**src/hw/rtl/bba_ram.sv**
```systemverilog
// Generic single-write, single-read synchronous RAM with registered read data.
module bba_ram #(
    parameter int WIDTH = 8,
    parameter int DEPTH = 16
) (
    input  logic                     aclk,
    input  logic                     we,
    input  logic [$clog2(DEPTH)-1:0] waddr,
    input  logic [WIDTH-1:0]         wdata,
    input  logic [$clog2(DEPTH)-1:0] raddr,
    output logic [WIDTH-1:0]         rdata
);
    logic [WIDTH-1:0] mem [DEPTH];

    always_ff @(posedge aclk) begin
        if (we) begin
            mem[waddr] <= wdata;
        end
        rdata <= mem[raddr];
    end
endmodule

```
**config.mk**
```make
export PLATFORM = sky130hd
export DESIGN_NAME = bba_ram
export DESIGN_NICKNAME = d
export VERILOG_FILES = /design/src/hw/rtl/bba_ram.sv
export SDC_FILE = /design/constraint.sdc
export NUM_CORES = 1
export LEC_CHECK = 0
export ABC_AREA = 0
export BUFFER_PORTS_ARGS = -buffer_cell sky130_fd_sc_hd__buf_4
export CAP_MARGIN = 20
export CORE_UTILIZATION = 40
export CTS_CLUSTER_SIZE = 30
export DETAILED_ROUTE_END_ITERATION = 10
export SLEW_MARGIN = 10
export SYNTH_ARGS = -nofsm -noshare
export SYNTH_HDL_FRONTEND = slang
export SYNTH_SLANG_ARGS = --single-unit
```
**constraint.sdc**
```tcl
create_clock -name aclk -period 5.1 [get_ports aclk]
set_clock_uncertainty 0.15 [all_clocks]
set_input_delay 0.51 -clock aclk [delete_from_list [all_inputs] [get_ports aclk]]
set_output_delay 0.51 -clock aclk [all_outputs]
set_load 0.005 [all_outputs]
```
==> impl_results.md <==
* Crit path launch type: primary input
* # fillers at 1041
* Drt first pass iters at 5
* Setup TNS at 0 ps
* Synth Area in Simple Gates at 0.0318
* Slew @ Worst Pin at 1030 ps
* Syn_nets at 247
* Residual DRC count at 0
* Status: complete, no violations
* Synthesized area at 5150 sq um
* Post-CTS sizing at 0
* Cells after Synth at 229
* Leak at 2.02 nW
* Vias in the first global route at 2403
* Die area at 13300 sq um
* Number of synthesized flops with an enable pin at 128
* Post-synthesis mux area share at 0.150
* CTS Buf Count at 17
* Synth async-reset ratio at 0
* Final net count at 285
* Post-synthesis sequential area ratio at 0.778
* CTS Root Cell: clkbuf_16
* Area Overhead vs Synth at 18.4%
* Vias/cell at 5.31
* Starting density of the core at 0.410
* Slew Limit Fails at 0
* Final ANT Viol Nets at 0
* Main combinational cell family by area after synthesis: multiplexers
* Critical Path RT at 4980 ps
* Synth cell types at 19
* Setup crit end kind: flip-flop
* Ratio of cells with drive above 1 in the final layout at 0.279
* Post-Synth XOR/XNOR Area at 0
* Synth top area share at 0.747
* Initial antenna violation count at 0
* First-pass GRT wire length at 14600 microns
* Boundary Pins at 26
* H-tree Lvls at 4
* Synth Flop Type: edfxtp_1
* Final hold vios at 0
* CTS clock-pin slew for the worst setup and hold paths at 60 ps
* Clk sinks at 136
* Port bufs at 25
* Worst path arrival time at 1810 ps
* GRT Total Usage at 0.160
* Max Buffers Root-to-Sink at 2
* Die width at 115 microns
* Compound-Gate Fraction of Synth Area at 0.0233
* Crit path max fanout at 8
* Tot Pwr at 2.61 mW
* Setup violations, final at 0
* Hold buffers post-CTS at 0
* Synth cell count leaders: edfxtp_1, mux4_2, a22oi_1
* Antenna fix cells at 0
* CORE AREA at 12600 sq um
* RSZ-0062 raised after global routing: no
* Worst vdd ir at 0.222 mV
* Register area at 4000 sq um
* Via Count at 2400
* Hpwl dp at 5810 microns
* HP Class: in -> reg
* CP Class: in -> reg
* Most area-hungry cell type in the Yosys netlist: edfxtp_1
* Total power per unit cell area at 427 nW/um^2
* Top cells by area, synth: edfxtp_1, mux4_2, mux4_1
* Yosys warnings at 0
* FP Rows at 41
* Post-Synth Adder-Cell Area at 0
* Drt wl/cell at 21.4 microns
* FF+latch count, synth at 136
* Footprint of the multi-input gates at 1060 sq um
* Max_cap viols at 0
* TritonCTS clock tree: done
* Avg Cell Area, Syn at 22.5 sq um
* Clock latency on the worst-skew pair at 400 ps
* Fmax at 517 MHz
* Die height at 115 microns
* Detailed Route WL at 9670 microns
* Post-CTS setup buffer count at 0
* Most common cell in the netlist: edfxtp_1
* Remaining Overflow, GRT at 0
* DRT iter0 DRCs at 188
* Hold Slack at 263 ps
* Gpl congestion at 0.706
* Period minus WS final at 1930 ps
* Largest net degree at the start of global routing at 33
* Slew margin rel. at 0.308
* Final Cycle Share at 0.379
==> per-layer routing <==
metal  vias up  global-route usage  wire length, microns
li1       1054                   -                     -
met1      1262               0.222                  4230
met2        72               0.246                  4830
met3        12              0.0382                   493
met4         0              0.0675                   114
met5         -                   0                     0
==> layout make-up <==
cell class	instances	share of cell area
clock buffer	19	0.0710
clock inverter	13	0.0279
multi-input combinational	83	0.173
sequential	136	0.657
tap	172	0.0353
timing repair buffer	29	0.0353
==> critical path, cell delays in order <==
cell    delay [ps]
buf_4          120
or3b_2         500
nor2_1         670
==> power by group <==
part | switching [mW] | leakage, nW | internal [mW] | total [mW]
Clock | 0.459 | 0.285 | 0.776 | 1.23
Combinational | 0.0633 | 0.512 | 0.0523 | 0.116
Sequential | 0.00580 | 1.22 | 1.25 | 1.26
Total | 0.528 | 2.02 | 2.08 | 2.61
==> stage by stage <==
step | std cells | setup WS (ps) | area [sq um] | util
2_1_floorplan | 229 | 2950 | 5150 | -
3_3_place_gp | 419 | 2590 | 5490 | 0.437
3_5_place_dp | 419 | 2470 | 5490 | 0.437
4_1_cts | 451 | 2920 | 6090 | 0.485
5_1_grt | 452 | 3080 | 6090 | 0.485
6_report | 452 | 3170 | 6090 | 0.485
==> worst paths after layout <==
kind	startpoint	end	slack [ps]	cells after the start
worst min-delay path	wdata[0]	mem[5][0]	260	1
worst min register to register	mem[14][6]	rdata[6]	520	3
worst max-delay path	waddr[2]	mem[1][6]	3170	3
worst max register to register	mem[0][5]	rdata[5]	3570	3
==> cells in the final DEF (no fill, tap or decap), drive strengths merged <==
cell	Yosys	layout
nand2b	2	2
edfxtp	128	128
mux4	32	32
inv	0	4
a22oi	16	16
nor2	13	13
buf	7	29
dfxtp	8	8
nor2b	1	1
and2	1	1
clkbuf	0	19
nor3	4	4
or3b	1	1
nand2	9	9
bufinv	0	3
and2b	1	1
clkinv	0	3
clkinvlp	0	3
nand3b	2	2
nand3	1	1
==> logic make-up after synthesis <==
kind of cell,after synthesis
DFF,136
and+or+nand+nor,35
muxes,32
AOI/OAI and AO/OA,16
buffers and inverters,10
==> flip-flops by register name, indices dropped and copies added, names as in the netlist <==
name and cells:
mem 128, rdata 8
Note: power is estimated with default switching activity, not from simulation.
