`config.mk`:
```
export PLATFORM = sky130hd
export DESIGN_NAME = bba_engine
export DESIGN_NICKNAME = d
export VERILOG_FILES = /design/src/hw/rtl/bba_pkg.sv /design/src/hw/rtl/bba_engine.sv
export SDC_FILE = /design/constraint.sdc
export NUM_CORES = 1
export LEC_CHECK = 0
export BUFFER_PORTS_ARGS = -buffer_cell sky130_fd_sc_hd__buf_4
export CAP_MARGIN = 10
export CORE_MARGIN = 5
export CORE_UTILIZATION = 45
export CTS_CLUSTER_DIAMETER = 40
export DETAILED_ROUTE_END_ITERATION = 8
export SETUP_SLACK_MARGIN = 0.02
export SYNTH_ARGS = -nofsm -noshare
export SYNTH_HDL_FRONTEND = slang
export SYNTH_SLANG_ARGS = --single-unit
```
`constraint.sdc`:
```
create_clock -name aclk -period 13.66 [get_ports aclk]
set_input_delay 2.732 -clock aclk [delete_from_list [all_inputs] [get_ports aclk]]
set_output_delay 2.732 -clock aclk [all_outputs]
set_load 0.005 [all_outputs]
```
`src/hw/rtl/bba_pkg.sv`:
```
// Shared types, constants and helper functions of the buddy block allocator.
package bba_pkg;

    localparam int TOTAL_LOG = 16;
    localparam int MIN_LOG   = 4;
    localparam int NLEV      = TOTAL_LOG - MIN_LOG + 1;
    localparam int GRAN_W    = TOTAL_LOG - MIN_LOG;
    localparam int NGRAN     = 1 << GRAN_W;
    localparam int LINK_W    = GRAN_W + 1;
    localparam int LV_W      = $clog2(NLEV);
    localparam int TAG_W     = LV_W + 1;
    localparam int CNT_W     = TOTAL_LOG + 1;
    localparam int REQ_W     = 17;
    localparam int ADDR_W    = 32;
    localparam int HDR_W     = 4;
    localparam int NEED_W    = REQ_W + 1;
    localparam int LG_W      = $clog2(NEED_W + 1);

    typedef logic [LINK_W-1:0] link_t;
    typedef logic [GRAN_W-1:0] gran_t;
    typedef logic [LV_W-1:0]   lvl_t;
    typedef logic [TAG_W-1:0]  tag_t;
    typedef logic [CNT_W-1:0]  cnt_t;

    localparam link_t NIL    = link_t'(NGRAN);
    localparam cnt_t  REGION = cnt_t'(1) << TOTAL_LOG;
    localparam lvl_t  LV_MIN = lvl_t'(NLEV - 1);

    localparam logic [1:0] STATUS_OK        = 2'd0;
    localparam logic [1:0] STATUS_TOO_BIG   = 2'd1;
    localparam logic [1:0] STATUS_EXHAUSTED = 2'd2;

    localparam logic CMD_ALLOC = 1'b0;
    localparam logic CMD_FREE  = 1'b1;

    localparam logic CFG_BASE   = 1'b0;
    localparam logic CFG_HEADER = 1'b1;

    typedef struct packed {
        logic  link_we;
        gran_t link_waddr;
        link_t link_wdata;
        gran_t link_raddr;
        logic  tag_we;
        gran_t tag_waddr;
        tag_t  tag_wdata;
        gran_t tag_raddr;
    } ram_req_t;

    typedef struct packed {
        logic [1:0]        status;
        logic [ADDR_W-1:0] granted;
        cnt_t              free_bytes;
    } result_t;

    function automatic gran_t span_of(input lvl_t lv);
        link_t s;
        s = link_t'(1) << (NLEV - 1 - int'(lv));
        return s[GRAN_W-1:0];
    endfunction

    function automatic cnt_t bytes_of(input lvl_t lv);
        return cnt_t'(1) << (TOTAL_LOG - int'(lv));
    endfunction

endpackage

```
`src/hw/rtl/bba_engine.sv`:
```
// Sequencer that walks the free lists and levels held in the link and tag memories.
module bba_engine
    import bba_pkg::*;
(
    input  logic              aclk,
    input  logic              aresetn,
    input  logic              start,
    input  logic              cmd,
    input  logic [REQ_W-1:0]  req_bytes,
    input  logic [ADDR_W-1:0] free_addr,
    input  logic [ADDR_W-1:0] base_addr,
    input  logic [HDR_W-1:0]  hdr_bytes,
    input  link_t             link_rdata,
    input  tag_t              tag_rdata,
    input  logic              res_ready,
    output logic              idle,
    output logic              res_valid,
    output result_t           result,
    output ram_req_t          ram
);
    typedef enum logic [15:0] {
        ST_CLEAR   = 16'h0001,
        ST_IDLE    = 16'h0002,
        ST_DECODE  = 16'h0004,
        ST_SEARCH  = 16'h0008,
        ST_SPL_RD  = 16'h0010,
        ST_SPL_A   = 16'h0020,
        ST_SPL_B   = 16'h0040,
        ST_POP_RD  = 16'h0080,
        ST_POP_WR  = 16'h0100,
        ST_FREE_RD = 16'h0200,
        ST_FREE_WR = 16'h0400,
        ST_MRG     = 16'h0800,
        ST_MRG_CHK = 16'h1000,
        ST_MRG_CUT = 16'h2000,
        ST_MRG_PSH = 16'h4000,
        ST_RESP    = 16'h8000
    } state_t;

    state_t            state_reg;
    link_t             head_reg [NLEV];
    cnt_t              free_total_reg;
    gran_t             clr_reg;
    logic              cmd_reg;
    logic [REQ_W-1:0]  req_reg;
    logic [ADDR_W-1:0] addr_reg;
    lvl_t              lv_reg;
    lvl_t              i_reg;
    gran_t             g_reg;
    gran_t             big_reg;
    gran_t             cur_reg;
    gran_t             prev_reg;
    gran_t             buddy_reg;
    link_t             cur_next_reg;
    logic [1:0]        status_reg;
    logic [ADDR_W-1:0] granted_reg;

    logic [NEED_W-1:0] need;
    logic [NEED_W-1:0] need_m1;
    logic [LG_W-1:0]   lg;
    logic              too_big;
    lvl_t              lv_req;
    logic [ADDR_W-1:0] off;
    logic              free_ok;
    gran_t             upper;
    lvl_t              tag_lv;
    gran_t             nx;
    gran_t             low_half;

    always_comb begin
        need    = NEED_W'(req_reg) + NEED_W'(hdr_bytes);
        need_m1 = need - NEED_W'(1);
        lg      = '0;
        if (need > NEED_W'(1)) begin
            for (int b = 0; b < NEED_W; b++) begin
                if (need_m1[b]) begin
                    lg = LG_W'(b + 1);
                end
            end
        end
        too_big = lg > LG_W'(TOTAL_LOG);
        if (lg < LG_W'(MIN_LOG)) begin
            lv_req = LV_MIN;
        end else begin
            lv_req = lvl_t'(LG_W'(TOTAL_LOG) - lg);
        end
    end

    assign off      = addr_reg - base_addr - ADDR_W'(hdr_bytes);
    assign free_ok  = (addr_reg != '0) && (off[ADDR_W-1:TOTAL_LOG] == '0)
                      && (off[MIN_LOG-1:0] == '0);
    assign upper    = big_reg + span_of(i_reg + lvl_t'(1));
    assign tag_lv   = (tag_rdata[LV_W-1:0] > LV_MIN) ? LV_MIN : tag_rdata[LV_W-1:0];
    assign nx       = link_rdata[GRAN_W-1:0];
    assign low_half = (cur_reg < buddy_reg) ? cur_reg : buddy_reg;

    always_comb begin
        ram = '0;
        case (state_reg)
            ST_CLEAR: begin
                ram.link_we    = 1'b1;
                ram.link_waddr = clr_reg;
                ram.link_wdata = NIL;
                ram.tag_we     = 1'b1;
                ram.tag_waddr  = clr_reg;
            end
            ST_SPL_RD: ram.link_raddr = head_reg[i_reg][GRAN_W-1:0];
            ST_SPL_A: begin
                ram.link_we    = 1'b1;
                ram.link_waddr = upper;
                ram.link_wdata = head_reg[i_reg + lvl_t'(1)];
            end
            ST_SPL_B: begin
                ram.link_we    = 1'b1;
                ram.link_waddr = big_reg;
                ram.link_wdata = {1'b0, upper};
            end
            ST_POP_RD: ram.link_raddr = head_reg[lv_reg][GRAN_W-1:0];
            ST_POP_WR: begin
                ram.tag_we    = 1'b1;
                ram.tag_waddr = g_reg;
                ram.tag_wdata = {1'b1, lv_reg};
            end
            ST_FREE_RD: ram.tag_raddr = g_reg;
            ST_FREE_WR: begin
                if (tag_rdata[TAG_W-1]) begin
                    ram.tag_we     = 1'b1;
                    ram.tag_waddr  = g_reg;
                    ram.link_we    = 1'b1;
                    ram.link_waddr = g_reg;
                    ram.link_wdata = head_reg[tag_lv];
                end
            end
            ST_MRG: ram.link_raddr = head_reg[lv_reg][GRAN_W-1:0];
            ST_MRG_CHK: ram.link_raddr = nx;
            ST_MRG_CUT: begin
                ram.link_we    = 1'b1;
                ram.link_waddr = prev_reg;
                ram.link_wdata = link_rdata;
            end
            ST_MRG_PSH: begin
                ram.link_we    = 1'b1;
                ram.link_waddr = low_half;
                ram.link_wdata = head_reg[lv_reg - lvl_t'(1)];
            end
            default: ram = '0;
        endcase
    end

    always_ff @(posedge aclk) begin
        if (!aresetn) begin
            state_reg      <= ST_CLEAR;
            clr_reg        <= '0;
            free_total_reg <= REGION;
            for (int k = 0; k < NLEV; k++) begin
                head_reg[k] <= (k == 0) ? link_t'(0) : NIL;
            end
        end else begin
            case (state_reg)
                ST_CLEAR: begin
                    clr_reg <= clr_reg + gran_t'(1);
                    if (clr_reg == gran_t'(NGRAN - 1)) begin
                        state_reg <= ST_IDLE;
                    end
                end
                ST_IDLE: begin
                    if (start) begin
                        cmd_reg   <= cmd;
                        req_reg   <= req_bytes;
                        addr_reg  <= free_addr;
                        state_reg <= ST_DECODE;
                    end
                end
                ST_DECODE: begin
                    status_reg  <= STATUS_OK;
                    granted_reg <= '0;
                    g_reg       <= off[TOTAL_LOG-1:MIN_LOG];
                    lv_reg      <= lv_req;
                    i_reg       <= lv_req - lvl_t'(1);
                    if (cmd_reg == CMD_FREE) begin
                        state_reg <= free_ok ? ST_FREE_RD : ST_RESP;
                    end else if (too_big) begin
                        status_reg <= STATUS_TOO_BIG;
                        state_reg  <= ST_RESP;
                    end else if (!head_reg[lv_req][GRAN_W]) begin
                        state_reg <= ST_POP_RD;
                    end else if (lv_req == '0) begin
                        status_reg <= STATUS_EXHAUSTED;
                        state_reg  <= ST_RESP;
                    end else begin
                        state_reg <= ST_SEARCH;
                    end
                end
                ST_SEARCH: begin
                    if (!head_reg[i_reg][GRAN_W]) begin
                        state_reg <= ST_SPL_RD;
                    end else if (i_reg == '0) begin
                        status_reg <= STATUS_EXHAUSTED;
                        state_reg  <= ST_RESP;
                    end else begin
                        i_reg <= i_reg - lvl_t'(1);
                    end
                end
                ST_SPL_RD: begin
                    big_reg   <= head_reg[i_reg][GRAN_W-1:0];
                    state_reg <= ST_SPL_A;
                end
                ST_SPL_A: begin
                    head_reg[i_reg] <= link_rdata;
                    state_reg       <= ST_SPL_B;
                end
                ST_SPL_B: begin
                    head_reg[i_reg + lvl_t'(1)] <= {1'b0, big_reg};
                    i_reg <= i_reg + lvl_t'(1);
                    state_reg <= (i_reg + lvl_t'(1) == lv_reg) ? ST_POP_RD : ST_SPL_RD;
                end
                ST_POP_RD: begin
                    g_reg     <= head_reg[lv_reg][GRAN_W-1:0];
                    state_reg <= ST_POP_WR;
                end
                ST_POP_WR: begin
                    head_reg[lv_reg] <= link_rdata;
                    free_total_reg   <= free_total_reg - bytes_of(lv_reg);
                    granted_reg      <= base_addr + (ADDR_W'(g_reg) << MIN_LOG)
                                        + ADDR_W'(hdr_bytes);
                    state_reg        <= ST_RESP;
                end
                ST_FREE_RD: state_reg <= ST_FREE_WR;
                ST_FREE_WR: begin
                    if (tag_rdata[TAG_W-1]) begin
                        head_reg[tag_lv] <= {1'b0, g_reg};
                        free_total_reg   <= free_total_reg + bytes_of(tag_lv);
                        lv_reg           <= tag_lv;
                        state_reg        <= ST_MRG;
                    end else begin
                        state_reg <= ST_RESP;
                    end
                end
                ST_MRG: begin
                    cur_reg   <= head_reg[lv_reg][GRAN_W-1:0];
                    prev_reg  <= head_reg[lv_reg][GRAN_W-1:0];
                    buddy_reg <= head_reg[lv_reg][GRAN_W-1:0] ^ span_of(lv_reg);
                    if (lv_reg == '0 || head_reg[lv_reg][GRAN_W]) begin
                        state_reg <= ST_RESP;
                    end else begin
                        state_reg <= ST_MRG_CHK;
                    end
                end
                ST_MRG_CHK: begin
                    if (prev_reg == cur_reg) begin
                        cur_next_reg <= link_rdata;
                    end
                    if (link_rdata[GRAN_W]) begin
                        state_reg <= ST_RESP;
                    end else if (nx == buddy_reg) begin
                        state_reg <= ST_MRG_CUT;
                    end else begin
                        prev_reg <= nx;
                    end
                end
                ST_MRG_CUT: begin
                    head_reg[lv_reg] <= (prev_reg == cur_reg) ? link_rdata : cur_next_reg;
                    state_reg        <= ST_MRG_PSH;
                end
                ST_MRG_PSH: begin
                    head_reg[lv_reg - lvl_t'(1)] <= {1'b0, low_half};
                    lv_reg    <= lv_reg - lvl_t'(1);
                    state_reg <= ST_MRG;
                end
                ST_RESP: begin
                    if (res_ready) begin
                        state_reg <= ST_IDLE;
                    end
                end
                default: state_reg <= ST_IDLE;
            endcase
        end
    end

    assign idle              = state_reg == ST_IDLE;
    assign res_valid         = (state_reg == ST_RESP) && res_ready;
    assign result.status     = status_reg;
    assign result.granted    = granted_reg;
    assign result.free_bytes = free_total_reg;

    a_free_bounded: assert property (@(posedge aclk) disable iff (!aresetn)
        free_total_reg <= REGION)
        else $error("free byte count exceeds the region size");

    a_start_leaves_idle: assert property (@(posedge aclk) disable iff (!aresetn)
        (idle && start) |=> (state_reg == ST_DECODE))
        else $error("accepted word did not start decoding");

    a_pop_nonempty: assert property (@(posedge aclk) disable iff (!aresetn)
        (state_reg == ST_POP_RD) |-> !head_reg[lv_reg][GRAN_W])
        else $error("pop from an empty free list");

    a_split_below_target: assert property (@(posedge aclk) disable iff (!aresetn)
        (state_reg == ST_SPL_RD) |-> (i_reg < lv_reg))
        else $error("split level not above the target level");
endmodule

```
==> impl_metrics.toml <==
[run_status]
status = "complete, no violations"

[floorplanning]
ios = 229
dieArea_um2 = 77910
die_w_um = 279.1
start_util_pct = 45.51
core-area_um2 = 71610
die_h_um = 279.1
rows = 98

[critical_path]
cp-end-kind = "output port"
reg2reg_depth = 12
worstSetupPathType = "flip-flop to output port"
r2r_end = "head_reg[9][0]"
required_ns = 10.93
path_cells = "buf_4, ha_1, xor2_2, buf_4, o21ai_0, xor2_1, and3b_1, ha_1, fa_1, a21oi_1, nor2_1, nor2_1, o21bai_1, a21oi_1, o21bai_1, a21oi_1, o21bai_1, a21oi_1, xor2_1, o221ai_1, buf_4"
reg2reg_from = "state_reg[8]"
slowest_stage = "buf_4"
arrival_ns = 6.32
crit_path_frequent_cell = "a21oi_1"
start_kind = "flip-flop"
path_max_fanout = 64
reg2reg_slack_ns = 6.43
max_stage_delay_ns = 0.83

[layout]
nFillCells = 6329
regArea_um2 = 12280
antennaDiodeCount = 0
final_cell_mix = "edfxtp_1, nor2_1, nand2_1"
nets = 3477
drive_gt1_share_pct = 23.85
synthToLayoutAreaGrowth_pct = 17.06
largest_register_ffs = 208
multi_input_area_um2 = 18960
layout_commonest_cell = "edfxtp_1"

[yosys]
synth.avg_cell_area_um2 = 10.63
ys_types = 97
async_reset_ff_share_pct = 0
syn_inst = 3066
ys_ff_latch = 426
ys_seq_area_share_pct = 37.62
synth_warnings = 0
syn_area_um2 = 32590
synth_nets = 3319
synth_flop_cell = "edfxtp_1"
synth_edf_count = 373

[clock_network]
clk_pin_slew_ns = 0.05
cts_resized = 0
cts_tree = "built"
clock_latency_ns = 0.64
cts_buffer_depth = 3
cts_sinks = 426
clockRootBuffer = "clkbuf_16"
cts_buffers = 84
post-cts-setup-buffers = 0
htreeDepth = 3
hold_buffers = 0

[detailed_routing]
wirelength_um = 124300
maxUsedRoutingLayer = "met5"
met1_length_um = 43880
drt-initial-drc-count = 3453
routed_via_density = 6.671
drtAntennaViolNets = 0
drcViolationCount = 0
wl_met2_um = 58590
met3_length_um = 14370
dr.pass1.iters = 6
drt-wirelength-per-cell_um = 29.27
dr_total_vias = 28330

[power_and_ir_drop]
vdd_drop_max_mv = 0.08428
leakage_nw = 14.49
p_per_area_nw_per_um2 = 103.8

[sta]
rsz0062_at_grt = "false"
worstMarginPinSlew_ns = 1.332
setup_tns_ns = 0
relSlewSlack_pct = 11.10
finalHoldViolations = 0
fmax_ghz = 0.1104
fin_ws_ns = 4.604
slew_violations = 0
setup_violations = 0
fin_skew_ns = 0.02984
finalCritPeriodShare_pct = 66.30
period_needed_ns = 9.056

[hold_path]
min_path_type = "flip-flop to flip-flop"
hold_depth = 2
holdCritStartpoint = "free_total_reg[12]"
holdPathEnd = "free_total_reg[12]"

[grt]
antenna_found_initial = 3
grt_max_degree = 65
grt_pass1_vias = 28000
grt_usage_pct = 30.75
overflow = 0
grt_first_pass_wirelength_um = 181400

[place]
gp_congestion = 0.9256
io_buffers = 228
post-place-ws_ns = 4.924
hpwl_um = 87040

[run]
maxCapViolations = 0
[stage by stage]
step	area [um2]	cells	hold WS [ns]	total power, W	util [%]
2_1_floorplan	32590	3066	0.4650	0.001695	-
3_3_place_gp	35190	4087	0.4668	0.001836	49.14
6_report	38150	4246	0.4746	0.003960	53.28
5_1_grt	38150	4246	0.4984	0.004067	53.28
3_5_place_dp	35190	4087	0.4695	0.001843	49.14
4_1_cts	38140	4245	0.4762	0.003969	53.26
[how the worst max path moves through the flow]
stage | start | to | slack (ns) | cells past startpoint
floorplan | i_reg[0] | ram[65] | 5.50 | 24
global placement | hdr_bytes[0] | state_reg[7] | 4.95 | 21
detailed placement | hdr_bytes[0] | state_reg[7] | 4.92 | 20
CTS | i_reg[0] | ram[65] | 4.69 | 21
global route | i_reg[0] | ram[66] | 4.35 | 22
finish | i_reg[0] | ram[65] | 4.60 | 21
[layout make-up]
type,instances,share of cell area (%)
flip-flops and latches,426,32.18
repair buffers,276,5.441
well taps,950,3.116
inverters,185,1.820
multi-input cells,2251,49.71
clock buffers,96,5.903
clock inverters,62,1.833
[synthesized netlist by cell type, types with 35 or more instances]
cell / count / area share, %
inv_1: 181 / 2.1
a22oi_1: 35 / 0.81
ha_1: 137 / 5.3
clkbuf_1: 157 / 1.8
xnor2_1: 75 / 2.0
dfxtp_1: 53 / 3.3
nor2_1: 328 / 3.8
nand2_1: 295 / 3.4
nor3_1: 49 / 0.75
xor2_1: 73 / 2.0
and2_1: 36 / 0.69
a21oi_1: 124 / 1.9
mux2_2: 35 / 1.2
o21ai_0: 123 / 1.9
edfxtp_1: 373 / 34
mux4_2: 261 / 18
nand3_1: 71 / 1.1
o22ai_1: 47 / 0.90
[critical path, delay by kind of cell (launching register included)]
family                     cells  cell delay (ns)
AOI/OAI and AO/OA              9             1.53
xor gates and xnor gates       3             0.65
adders and majority gates      3             1.28
buffers and inverters          3             1.46
DFF                            1             0.32
and+or+nand+nor                3             0.44
[kinds of logic (layout without fill, tap and decap cells)]
| kind of cell | Yosys count | count (layout) | share of synthesized area (%) |
|---|---|---|---|
| compound gates | 639 | 639 | 13.67 |
| xor+xnor | 149 | 149 | 4.046 |
| fa+ha+maj | 145 | 145 | 5.751 |
| buf+inv | 389 | 619 | 4.542 |
| flops | 426 | 426 | 37.62 |
| mux | 319 | 319 | 19.97 |
| simple gates | 999 | 999 | 14.40 |
[routing by layer]
| layer | up-vias | track usage (%) |
|---|---|---|
| met1 | 13760 | 37.11 |
| met4 | 6 | 15.65 |
| met3 | 426 | 8.161 |
| met2 | 2014 | 51.00 |
| li1 | 12120 | - |
| met5 | - | 0 |
[power breakdown]
group          total, W  leakage [nW]  switching [W]  internal [W]
logic          0.000366          9.11       0.000219      0.000147
registers       0.00146          3.98      0.0000288       0.00143
clock network   0.00213          1.40       0.000788       0.00134
(Power assumes the default switching activity.)
